<file path="config.mk">
export PLATFORM = sky130hd
export DESIGN_NAME = indexed_list_engine_core
export DESIGN_NICKNAME = d
export VERILOG_FILES = /design/src/rtl/ile_pkg.sv /design/src/rtl/ile_ctrl.sv /design/src/rtl/ile_dp.sv /design/src/rtl/indexed_list_engine_core.sv
export SDC_FILE = /design/constraint.sdc
export NUM_CORES = 2
export LEC_CHECK = 0
export CORE_AREA = 3 3 332 465
export CTS_BUF_LIST = sky130_fd_sc_hd__clkbuf_16
export CTS_CLUSTER_DIAMETER = 200
export DETAILED_ROUTE_END_ITERATION = 8
export DIE_AREA = 0 0 335 468
export DONT_BUFFER_PORTS = 1
export GPL_TIMING_DRIVEN = 0
export PLACE_DENSITY = 0.75
export REMOVE_ABC_BUFFERS = 1
export SETUP_SLACK_MARGIN = 0.05
export SYNTH_ARGS = -nofsm -noshare
export SYNTH_HDL_FRONTEND = slang
export SYNTH_HIERARCHICAL = 1
export SYNTH_SLANG_ARGS = --single-unit
</file>
<file path="constraint.sdc">
create_clock -name clk -period 5.45 [get_ports clk]
set_clock_uncertainty 0.1 [all_clocks]
set_input_delay 0.2725 -clock clk [delete_from_list [all_inputs] [get_ports clk]]
set_output_delay 0.2725 -clock clk [all_outputs]
set_load 0.03 [all_outputs]
</file>
<file path="src/rtl/ile_pkg.sv">
`default_nettype none
// ----------------------------------------------------------------------------
// ile_pkg
// Shared widths, request and status codes, and controller/datapath types
// for the indexed list engine.
// ----------------------------------------------------------------------------
package ile_pkg;

	localparam int CAPACITY_DEF = 64;

	localparam int REQ_W     = 3;
	localparam int IDX_W     = 6;
	localparam int VAL_W     = 32;
	localparam int ST_W      = 2;
	localparam int LEN_W     = 7;
	localparam int S_TDATA_W = 48;
	localparam int M_TDATA_W = 48;

	localparam logic [REQ_W-1:0] REQ_ADD_FRONT = 3'd0;
	localparam logic [REQ_W-1:0] REQ_ADD_BACK  = 3'd1;
	localparam logic [REQ_W-1:0] REQ_ADD_AT    = 3'd2;
	localparam logic [REQ_W-1:0] REQ_REM_FRONT = 3'd3;
	localparam logic [REQ_W-1:0] REQ_REM_BACK  = 3'd4;
	localparam logic [REQ_W-1:0] REQ_REM_AT    = 3'd5;
	localparam logic [REQ_W-1:0] REQ_READ      = 3'd6;

	localparam logic [ST_W-1:0] ST_OK    = 2'd0;
	localparam logic [ST_W-1:0] ST_RANGE = 2'd1;
	localparam logic [ST_W-1:0] ST_FULL  = 2'd2;

	localparam logic [VAL_W-1:0] ERR_VALUE = 32'hFFFF_FFFF;

	// controller to datapath
	typedef struct packed {
		logic load;    // latch request and decide it
		logic run;     // issue one store read of the walk
		logic commit;  // final write, count update, load output register
	} ile_cmd_t;

	// datapath to controller
	typedef struct packed {
		logic walk_done;  // no reads left to issue
		logic out_free;   // output register can take a result
	} ile_stat_t;

endpackage
`default_nettype wire

</file>
<file path="src/rtl/ile_ctrl.sv">
`default_nettype none
// ----------------------------------------------------------------------------
// ile_ctrl
// Request sequencer: accept, walk the store, commit the result.
// ----------------------------------------------------------------------------
module ile_ctrl (
	input  wire logic              clk,
	input  wire logic              arst_n,
	input  wire logic              in_valid,
	output logic                   in_ready,
	input  wire ile_pkg::ile_stat_t stat,
	output ile_pkg::ile_cmd_t      cmd
);

	localparam logic [1:0] S_IDLE   = 2'd0;
	localparam logic [1:0] S_RUN    = 2'd1;
	localparam logic [1:0] S_FINISH = 2'd2;

	logic [1:0] state_q;
	logic [1:0] state_d;

	always_comb begin
		state_d = state_q;
		unique case (state_q)
			S_IDLE: begin
				if (in_valid) state_d = S_RUN;
			end
			S_RUN: begin
				if (stat.walk_done) state_d = S_FINISH;
			end
			S_FINISH: begin
				if (stat.out_free) state_d = S_IDLE;
			end
			default: state_d = S_IDLE;
		endcase
	end

	always_ff @(posedge clk or negedge arst_n) begin
		if (!arst_n) begin
			state_q <= S_IDLE;
		end else begin
			state_q <= state_d;
		end
	end

	assign in_ready   = (state_q == S_IDLE);
	assign cmd.load   = (state_q == S_IDLE) && in_valid;
	assign cmd.run    = (state_q == S_RUN);
	assign cmd.commit = (state_q == S_FINISH) && stat.out_free;

endmodule
`default_nettype wire

</file>
<file path="src/rtl/ile_dp.sv">
`default_nettype none
// ----------------------------------------------------------------------------
// ile_dp
// Entry store, length counter, shift walk pipeline and output register.
// ----------------------------------------------------------------------------
module ile_dp #(
	parameter int CAPACITY = ile_pkg::CAPACITY_DEF
) (
	input  wire logic                             clk,
	input  wire logic                             arst_n,
	input  wire ile_pkg::ile_cmd_t                cmd,
	output ile_pkg::ile_stat_t                    stat,
	input  wire logic [ile_pkg::REQ_W-1:0]        req_type,
	input  wire logic [ile_pkg::IDX_W-1:0]        item_index,
	input  wire logic signed [ile_pkg::VAL_W-1:0] item_value,
	output logic signed [ile_pkg::VAL_W-1:0]      result_value,
	output logic [ile_pkg::ST_W-1:0]              status,
	output logic [ile_pkg::LEN_W-1:0]             fill_level,
	output logic                                  out_valid,
	input  wire logic                             out_ready
);

	localparam int AW = $clog2(CAPACITY);
	localparam int CW = $clog2(CAPACITY + 1);
	localparam int XW = (CW > ile_pkg::IDX_W) ? CW : ile_pkg::IDX_W;
	localparam int LW = (CW > ile_pkg::LEN_W) ? CW : ile_pkg::LEN_W;

	logic [ile_pkg::VAL_W-1:0] mem [CAPACITY];

	// control state
	logic [CW-1:0] count_q;
	logic [CW-1:0] left_q;
	logic [AW-1:0] rp_q;
	logic          first_q;
	logic          ins_q;
	logic          rem_q;
	logic          ok_q;
	logic          rv_s1;
	logic          out_valid_q;

	// payload
	logic [AW-1:0]             pos_q;
	logic [ile_pkg::VAL_W-1:0] val_q;
	logic [ile_pkg::VAL_W-1:0] res_q;
	logic [ile_pkg::ST_W-1:0]  st_q;
	logic [ile_pkg::VAL_W-1:0] rdata_s1;
	logic [AW-1:0]             wa_s1;
	logic                      first_s1;
	logic [ile_pkg::VAL_W-1:0] res_out_q;
	logic [ile_pkg::ST_W-1:0]  st_out_q;
	logic [ile_pkg::LEN_W-1:0] len_out_q;

	// request decision
	logic [XW-1:0]             cnt_x;
	logic [XW-1:0]             idx_x;
	logic [XW-1:0]             pos_x;
	logic [XW-1:0]             len_x;
	logic [XW-1:0]             rp_x;
	logic                      is_add;
	logic                      is_rem;
	logic                      dec_ok;
	logic [ile_pkg::ST_W-1:0]  dec_st;
	logic [ile_pkg::VAL_W-1:0] dec_res;

	always_comb begin
		cnt_x   = XW'(count_q);
		idx_x   = XW'(item_index);
		pos_x   = '0;
		is_add  = 1'b0;
		is_rem  = 1'b0;
		dec_ok  = 1'b0;
		dec_st  = ile_pkg::ST_OK;
		dec_res = '0;
		unique case (req_type)
			ile_pkg::REQ_ADD_FRONT, ile_pkg::REQ_ADD_BACK, ile_pkg::REQ_ADD_AT: begin
				is_add = 1'b1;
				if (req_type == ile_pkg::REQ_ADD_FRONT) pos_x = '0;
				else if (req_type == ile_pkg::REQ_ADD_BACK) pos_x = cnt_x;
				else pos_x = idx_x;
				if (count_q == CW'(CAPACITY)) dec_st = ile_pkg::ST_FULL;
				else if (pos_x > cnt_x) dec_st = ile_pkg::ST_RANGE;
				else dec_ok = 1'b1;
			end
			ile_pkg::REQ_REM_FRONT, ile_pkg::REQ_REM_BACK, ile_pkg::REQ_REM_AT: begin
				is_rem = 1'b1;
				if (req_type == ile_pkg::REQ_REM_FRONT) pos_x = '0;
				else if (req_type == ile_pkg::REQ_REM_BACK) pos_x = cnt_x - XW'(1);
				else pos_x = idx_x;
				if (count_q == '0 || pos_x >= cnt_x) begin
					dec_st  = ile_pkg::ST_RANGE;
					dec_res = ile_pkg::ERR_VALUE;
				end else begin
					dec_ok = 1'b1;
				end
			end
			ile_pkg::REQ_READ: begin
				pos_x = idx_x;
				if (idx_x >= cnt_x) begin
					dec_st  = ile_pkg::ST_RANGE;
					dec_res = ile_pkg::ERR_VALUE;
				end else begin
					dec_ok = 1'b1;
				end
			end
			default: dec_st = ile_pkg::ST_RANGE;
		endcase
		// reads of the walk: entries from pos to the end; a lookup reads one
		if (!dec_ok) len_x = '0;
		else if (is_add || is_rem) len_x = cnt_x - pos_x;
		else len_x = XW'(1);
		// insert walks down from the last entry, everything else walks up
		rp_x = is_add ? (cnt_x - XW'(1)) : pos_x;
	end

	// store write port
	logic                      we_c;
	logic [AW-1:0]             wa_c;
	logic [ile_pkg::VAL_W-1:0] wd_c;
	logic                      capture_c;

	assign capture_c = rv_s1 && first_s1 && !ins_q;

	always_comb begin
		we_c = 1'b0;
		wa_c = wa_s1;
		wd_c = rdata_s1;
		if (rv_s1 && !capture_c) begin
			we_c = 1'b1;
		end else if (cmd.commit && ins_q && ok_q) begin
			we_c = 1'b1;
			wa_c = pos_q;
			wd_c = val_q;
		end
	end

	always_ff @(posedge clk) begin
		if (we_c) mem[wa_c] <= wd_c;
		rdata_s1 <= mem[rp_q];
	end

	logic issue_c;
	assign issue_c = cmd.run && (left_q != '0);

	// next length and its low bits for the result
	logic [CW-1:0] count_d;
	logic [LW-1:0] count_w;

	always_comb begin
		count_d = count_q;
		if (ok_q && ins_q) count_d = count_q + CW'(1);
		else if (ok_q && rem_q) count_d = count_q - CW'(1);
		count_w = LW'(count_d);
	end

	always_ff @(posedge clk or negedge arst_n) begin
		if (!arst_n) begin
			count_q     <= '0;
			left_q      <= '0;
			rp_q        <= '0;
			first_q     <= 1'b0;
			ins_q       <= 1'b0;
			rem_q       <= 1'b0;
			ok_q        <= 1'b0;
			rv_s1       <= 1'b0;
			out_valid_q <= 1'b0;
		end else begin
			rv_s1 <= issue_c;
			if (cmd.load) begin
				left_q  <= CW'(len_x);
				rp_q    <= AW'(rp_x);
				first_q <= 1'b1;
				ins_q   <= is_add;
				rem_q   <= is_rem;
				ok_q    <= dec_ok;
			end else if (issue_c) begin
				left_q  <= left_q - CW'(1);
				rp_q    <= ins_q ? (rp_q - AW'(1)) : (rp_q + AW'(1));
				first_q <= 1'b0;
			end
			if (cmd.commit) begin
				count_q     <= count_d;
				out_valid_q <= 1'b1;
			end else if (out_ready) begin
				out_valid_q <= 1'b0;
			end
		end
	end

	always_ff @(posedge clk) begin
		if (cmd.load) begin
			pos_q <= AW'(pos_x);
			val_q <= item_value;
			res_q <= dec_res;
			st_q  <= dec_st;
		end
		if (issue_c) begin
			wa_s1    <= ins_q ? (rp_q + AW'(1)) : (rp_q - AW'(1));
			first_s1 <= first_q;
		end
		// first read of a remove or lookup is the returned entry
		if (capture_c) res_q <= rdata_s1;
		if (cmd.commit) begin
			res_out_q <= res_q;
			st_out_q  <= st_q;
			len_out_q <= count_w[ile_pkg::LEN_W-1:0];
		end
	end

	assign stat.walk_done = (left_q == '0);
	assign stat.out_free  = !out_valid_q || out_ready;

	assign result_value = res_out_q;
	assign status       = st_out_q;
	assign fill_level   = len_out_q;
	assign out_valid    = out_valid_q;

endmodule
`default_nettype wire

</file>
<file path="src/rtl/indexed_list_engine_core.sv">
`default_nettype none
// ----------------------------------------------------------------------------
// indexed_list_engine_core
// Bounded ordered list of signed 32-bit values with insert, remove and
// read at front, back or a given position; one result per request.
// ----------------------------------------------------------------------------
//  channel | dir | tdata fields (low bit first)
//  s_axis  | in  | req_type[2:0] item_index[8:3] item_value[40:9]
//  m_axis  | out | result_value[31:0] status[33:32] fill_level[40:34]
//
//  Each request makes n store reads between acceptance and result, where n
//  is length - position for an insert or remove, 1 for a read and 0 for
//  a rejected request. The next request is taken only after the previous
//  one has committed; the store moves one entry per cycle.
//  Reset clears the length; store contents are don't-care until written.
//  A held result stalls the commit of the next request, not its acceptance.
// ----------------------------------------------------------------------------
module indexed_list_engine_core #(
	parameter int CAPACITY = ile_pkg::CAPACITY_DEF
) (
	input  wire logic                            clk,
	input  wire logic                            arst_n,
	input  wire logic                            s_tvalid,
	output logic                                 s_tready,
	// req_type[2:0], item_index[8:3], item_value[40:9], zero pad
	input  wire logic [ile_pkg::S_TDATA_W-1:0]   s_tdata,
	output logic                                 m_tvalid,
	input  wire logic                            m_tready,
	// result_value[31:0], status[33:32], fill_level[40:34], zero pad
	output logic [ile_pkg::M_TDATA_W-1:0]        m_tdata
);

	localparam int IN_USED  = ile_pkg::REQ_W + ile_pkg::IDX_W + ile_pkg::VAL_W;
	localparam int OUT_USED = ile_pkg::VAL_W + ile_pkg::ST_W + ile_pkg::LEN_W;

	ile_pkg::ile_cmd_t  cmd;
	ile_pkg::ile_stat_t stat;

	logic [ile_pkg::REQ_W-1:0]        req_type;
	logic [ile_pkg::IDX_W-1:0]        item_index;
	logic signed [ile_pkg::VAL_W-1:0] item_value;
	logic signed [ile_pkg::VAL_W-1:0] result_value;
	logic [ile_pkg::ST_W-1:0]         status;
	logic [ile_pkg::LEN_W-1:0]        fill_level;

	assign req_type   = s_tdata[ile_pkg::REQ_W-1:0];
	assign item_index = s_tdata[ile_pkg::REQ_W +: ile_pkg::IDX_W];
	assign item_value = s_tdata[ile_pkg::REQ_W + ile_pkg::IDX_W +: ile_pkg::VAL_W];

	assign m_tdata = {{(ile_pkg::M_TDATA_W - OUT_USED){1'b0}},
		fill_level, status, result_value};

	ile_ctrl u_ctrl (
		.clk      (clk),
		.arst_n   (arst_n),
		.in_valid (s_tvalid),
		.in_ready (s_tready),
		.stat     (stat),
		.cmd      (cmd)
	);

	ile_dp #(
		.CAPACITY (CAPACITY)
	) u_dp (
		.clk          (clk),
		.arst_n       (arst_n),
		.cmd          (cmd),
		.stat         (stat),
		.req_type     (req_type),
		.item_index   (item_index),
		.item_value   (item_value),
		.result_value (result_value),
		.status       (status),
		.fill_level   (fill_level),
		.out_valid    (m_tvalid),
		.out_ready    (m_tready)
	);

	// upper tdata bits are padding
	logic unused_pad;
	assign unused_pad = ^s_tdata[ile_pkg::S_TDATA_W-1:IN_USED];

endmodule
`default_nettype wire
</file>
==> metrics.md <==
| Metric | Value |
|---|---|
| Worst reg2reg startpoint | `u_dp/out_valid` |
| Total CTS buffers | `185` |
| Global route total overflow | `0` |
| Flop pwr share | `43.1%` |
| CP Class | `flop to flop` |
| Largest stage delay, worst path | `0.78 ns` |
| Placer Congestion | `0.833` |
| Crit-path cells | `nand2b_1, nand2_1, nor2_4, and3b_1, nand2_2, buf_12, o31ai_1, nand2_1, nor2_4, buf_12` |
| DRT Wirelength | `224,000 µm` |
| Pre-CTS WS | `0.290 ns` |
| P&R area growth vs syn | `14.2%` |
| Largest net degree at the start of global routing | `65` |
| Logic pwr share | `32.4%` |
| Worst hold path type | `input port to flop` |
| CTS Buffer Depth | `3` |
| Seq/Total Area, Yosys | `77.6%` |
| All-layer global routing usage | `28.2%` |
| Leak | `0.0312 µW` |
| Cell internal pwr | `36,100 µW` |
| Buf/Inv on CP | `2` |
| CP top delay family | `simple AND/OR/NAND/NOR gates` |
| Startpoint class of the critical path | `flop` |
| Tcrit/Tclk final | `99.4%` |
| Drt pass-1 iters | `6` |
| Share of cells above drive strength 1 | `24.8%` |
| Reg area | `66,500 µm²` |
| Setup TNS | `0 ns` |
| Top-level port count | `102` |
| TritonCTS clock tree | `done` |
| Drt wl/cell | `35.9 µm` |
| Hold EP | `u_dp/pos_q[3]` |
| Final instance count without filler cells | `6,237` |
| I/O Buffers | `0` |
| Final hold violation count | `0` |
| H-tree Lvls | `4` |
| First-pass GRT wire length | `314,000 µm` |
| CP Capture Type | `flop` |
| Die W | `335 µm` |
| Flop-to-flop setup slack | `0.03 ns` |
| Cells after synthesis | `3,918` |
| Syn Area/Cell | `21.8 µm²` |
| Slew headroom | `0.124%` |
| EDFF count, synth | `2,168` |
| Final Setup Violations | `0` |
| Dominant synthesized flop cell | `edfxtp_1` |
| Final #Nets | `4,210` |
| Synthesized area | `85,600 µm²` |
| Outcome | `completed` |
| Area contributors post-synth | `edfxtp_1 (76%), mux4_2 (13%), a22oi_1 (1.4%)` |
| Worst-Margin Slew | `1.50 ns` |
| Total number of vias | `43,400` |
| Slowest-stage cell, CP | `nor2_4` |
| Core ar. | `150,000 µm²` |
| Clock root cell | `clkbuf_16` |
| R2r endpoint | `u_dp/mem[18][26]` |
| WP data required | `5.85 ns` |
| Fin crit period | `5.42 ns` |
| R2R depth | `10` |
| Vias per cell | `6.95` |
| Number of global-route vias before repair | `44,200` |
| Multi-input logic area | `18,500 µm²` |
| Synth cell types | `68` |
| Sink Count | `2,228` |
| Hold depth | `4` |
| Hold_sp | `s_tdata[0]` |
| Cells after DPL | `5,762` |
| Synthesis Warnings | `6` |
| Chip Height | `468 µm` |
| Final worst slack | `0.0321 ns` |
| Max Slew Vio Count | `0` |
| Peak VDD IR | `397 µV` |
| FP Rows | `168` |
| Worst-path clk slew | `0.07 ns` |
| RSZ-0062 raised after global routing | `yes` |
| Max Cap Violations | `0` |
| Worst path arrival time | `5.81 ns` |
| Iter 0 DRT Violations | `6,698` |
| Fill cell count | `8,988` |
| Die area | `157,000 µm²` |
| Synth async-reset ratio | `1.26%` |
| Antenna violations before repair | `8` |
| Clock Power Share | `24.5%` |
| CP max FO | `35` |
| Core Util, Final | `65.1%` |
| PwrDens | `554 nW/µm²` |
| Post-synthesis register bit count | `2,228` |
| Post-synth top area share | `76.1%` |
| Max Freq | `0.185 GHz` |
| Initial core utilization | `57.0%` |
| Detail Placement HPWL | `123,000 µm` |
| Sw frac | `33.3%` |
| Routed Antenna Nets | `0` |
| Clk_lat worst skew | `0.81 ns` |
| Residual DRC count | `0` |
| Psw | `18,000 µW` |
| Top cell type by total area after synthesis | `edfxtp_1` |
-- power groups by stage --
stage          Clock (µW)  Sequential [µW]  Combinational (µW)
2_1_floorplan           0            23700                8420
3_3_place_gp            0            23900               10900
3_5_place_dp            0            23600               16600
4_1_cts             13300            23300               16900
5_1_grt             13900            23400               18200
6_report            13300            23300               17500
-- state kept, by name, summed over array words and instances, names as in the netlist, 2 cells and up --
register / cells
u_dp/rp_q: 6
u_ctrl/state_q: 2
u_dp/result_value: 32
u_dp/pos_q: 6
u_dp/wa_s1: 6
u_dp/status: 2
u_dp/cnt_x: 7
u_dp/val_q: 32
u_dp/rdata_s1: 32
u_dp/fill_level: 7
u_dp/left_q: 7
u_dp/res_q: 32
u_dp/mem: 2048
u_dp/st_q: 2
-- final cells by class --
| type | instances | area share, % |
|---|---|---|
| Clock inverter | 154 | 1.32 |
| Sequential cell | 2228 | 68.0 |
| Clock buffer | 188 | 4.81 |
| Antenna cell | 2 | 0.00512 |
| Inverter | 25 | 0.0960 |
| Timing Repair Buffer | 243 | 4.32 |
| Tap cell | 1955 | 2.50 |
| Multi-Input combinational cell | 1442 | 18.9 |
-- how the worst max path moves through the flow --
| stage | slack, ns | to | start | cells after the start |
|---|---|---|---|---|
| 6_report | 0.03 | u_dp/mem[18][26] | u_dp/out_valid | 10 |
| 5_1_grt | -0.05 | u_dp/mem[18][26] | u_dp/out_valid | 10 |
| 4_1_cts | 0.22 | u_dp/mem[0][27] | u_dp/out_valid | 10 |
| 3_5_place_dp | 0.29 | u_dp/mem[0][23] | u_dp/out_valid | 10 |
| 3_3_place_gp | -26.11 | u_dp/rdata_s1[24] | u_dp/rp_q[0] | 5 |
| 2_1_floorplan | -15.82 | u_dp/rdata_s1[0] | u_dp/rp_q[0] | 4 |
-- placed cells by master (no fill, tap or decap), drive strengths merged, types with 32 or more instances in the layout --
master	count
edfxtp	2168
mux4	512
clkbuf	188
a22oi	163
buf	162
nand2	132
nor2	102
dlygate4sd3	81
clkinv	78
inv	77
a221oi	65
a22o	64
o21ai	47
a21o	44
a21oi	39
mux2	38
o221ai	32
ha	32
dfxtp	32
-- cells in the mapped netlist (all sizes together) (3+ instances only) --
cell,n
nand3,15
mux4,512
a21oi,39
nor2,100
inv,25
a31oi,4
or3,5
nor3,12
nand4,4
nand3b,6
a22oi,163
o211ai,7
a311oi,4
o221ai,32
o22ai,8
mux2i,5
nand2b,13
and3,4
a2bb2oi,3
edfxtp,2168
nor2b,9
and2,4
clkbuf,117
buf,114
o21ai,47
a22o,64
a221oi,65
ha,32
a21o,44
xor2,5
nand2,132
dfxtp,32
mux2,38
o32ai,3
dfrtp,28
xnor2,27
-- repair_timing --
item | in CTS | in global routing
setup buffers | 0 | 41
hold buffers | 83 | 0
hold endpoints to repair | 129 | 0
setup endpoints to repair | 0 | 312
resized for setup | 0 | 4
-- cells by family after synthesis --
kind of cell,share of synthesized area (%)
adder cells (fa/ha/maj),0.491
other,0.00438
AND/OR/NAND/NOR,1.63
flip-flops,77.6
multiplexers,14.0
AO/OA/AOI/OAI,4.40
buffers and inverters,1.48
XOR/XNOR,0.327
-- routing by layer --
layer	GRT usage, %	vias up	share of wire (%)
li1	-	17000	-
met1	35.5	22400	32
met2	46.2	3292	50
met3	5.45	667	11
met4	16.9	6	6.8
met5	0	-	0.020
-- tightest hold or removal path, stage by stage --
cell and delay [ns]:
nor2_1 0.12, nand2_1 0.11, o21a_1 0.18, inv_1 0.10
-- stage by stage --
step	hold slack [ns]	power (µW)	instance area (µm²)
after detailed placement	-0.122	40300	90200
after global placement	-0.122	34800	86900
after floorplan	-0.123	32100	84400
final	0.0715	54100	97700
after global routing	0.0645	55500	97700
after CTS	0.00406	53500	97000
Note: power is estimated with default switching activity, not from simulation.
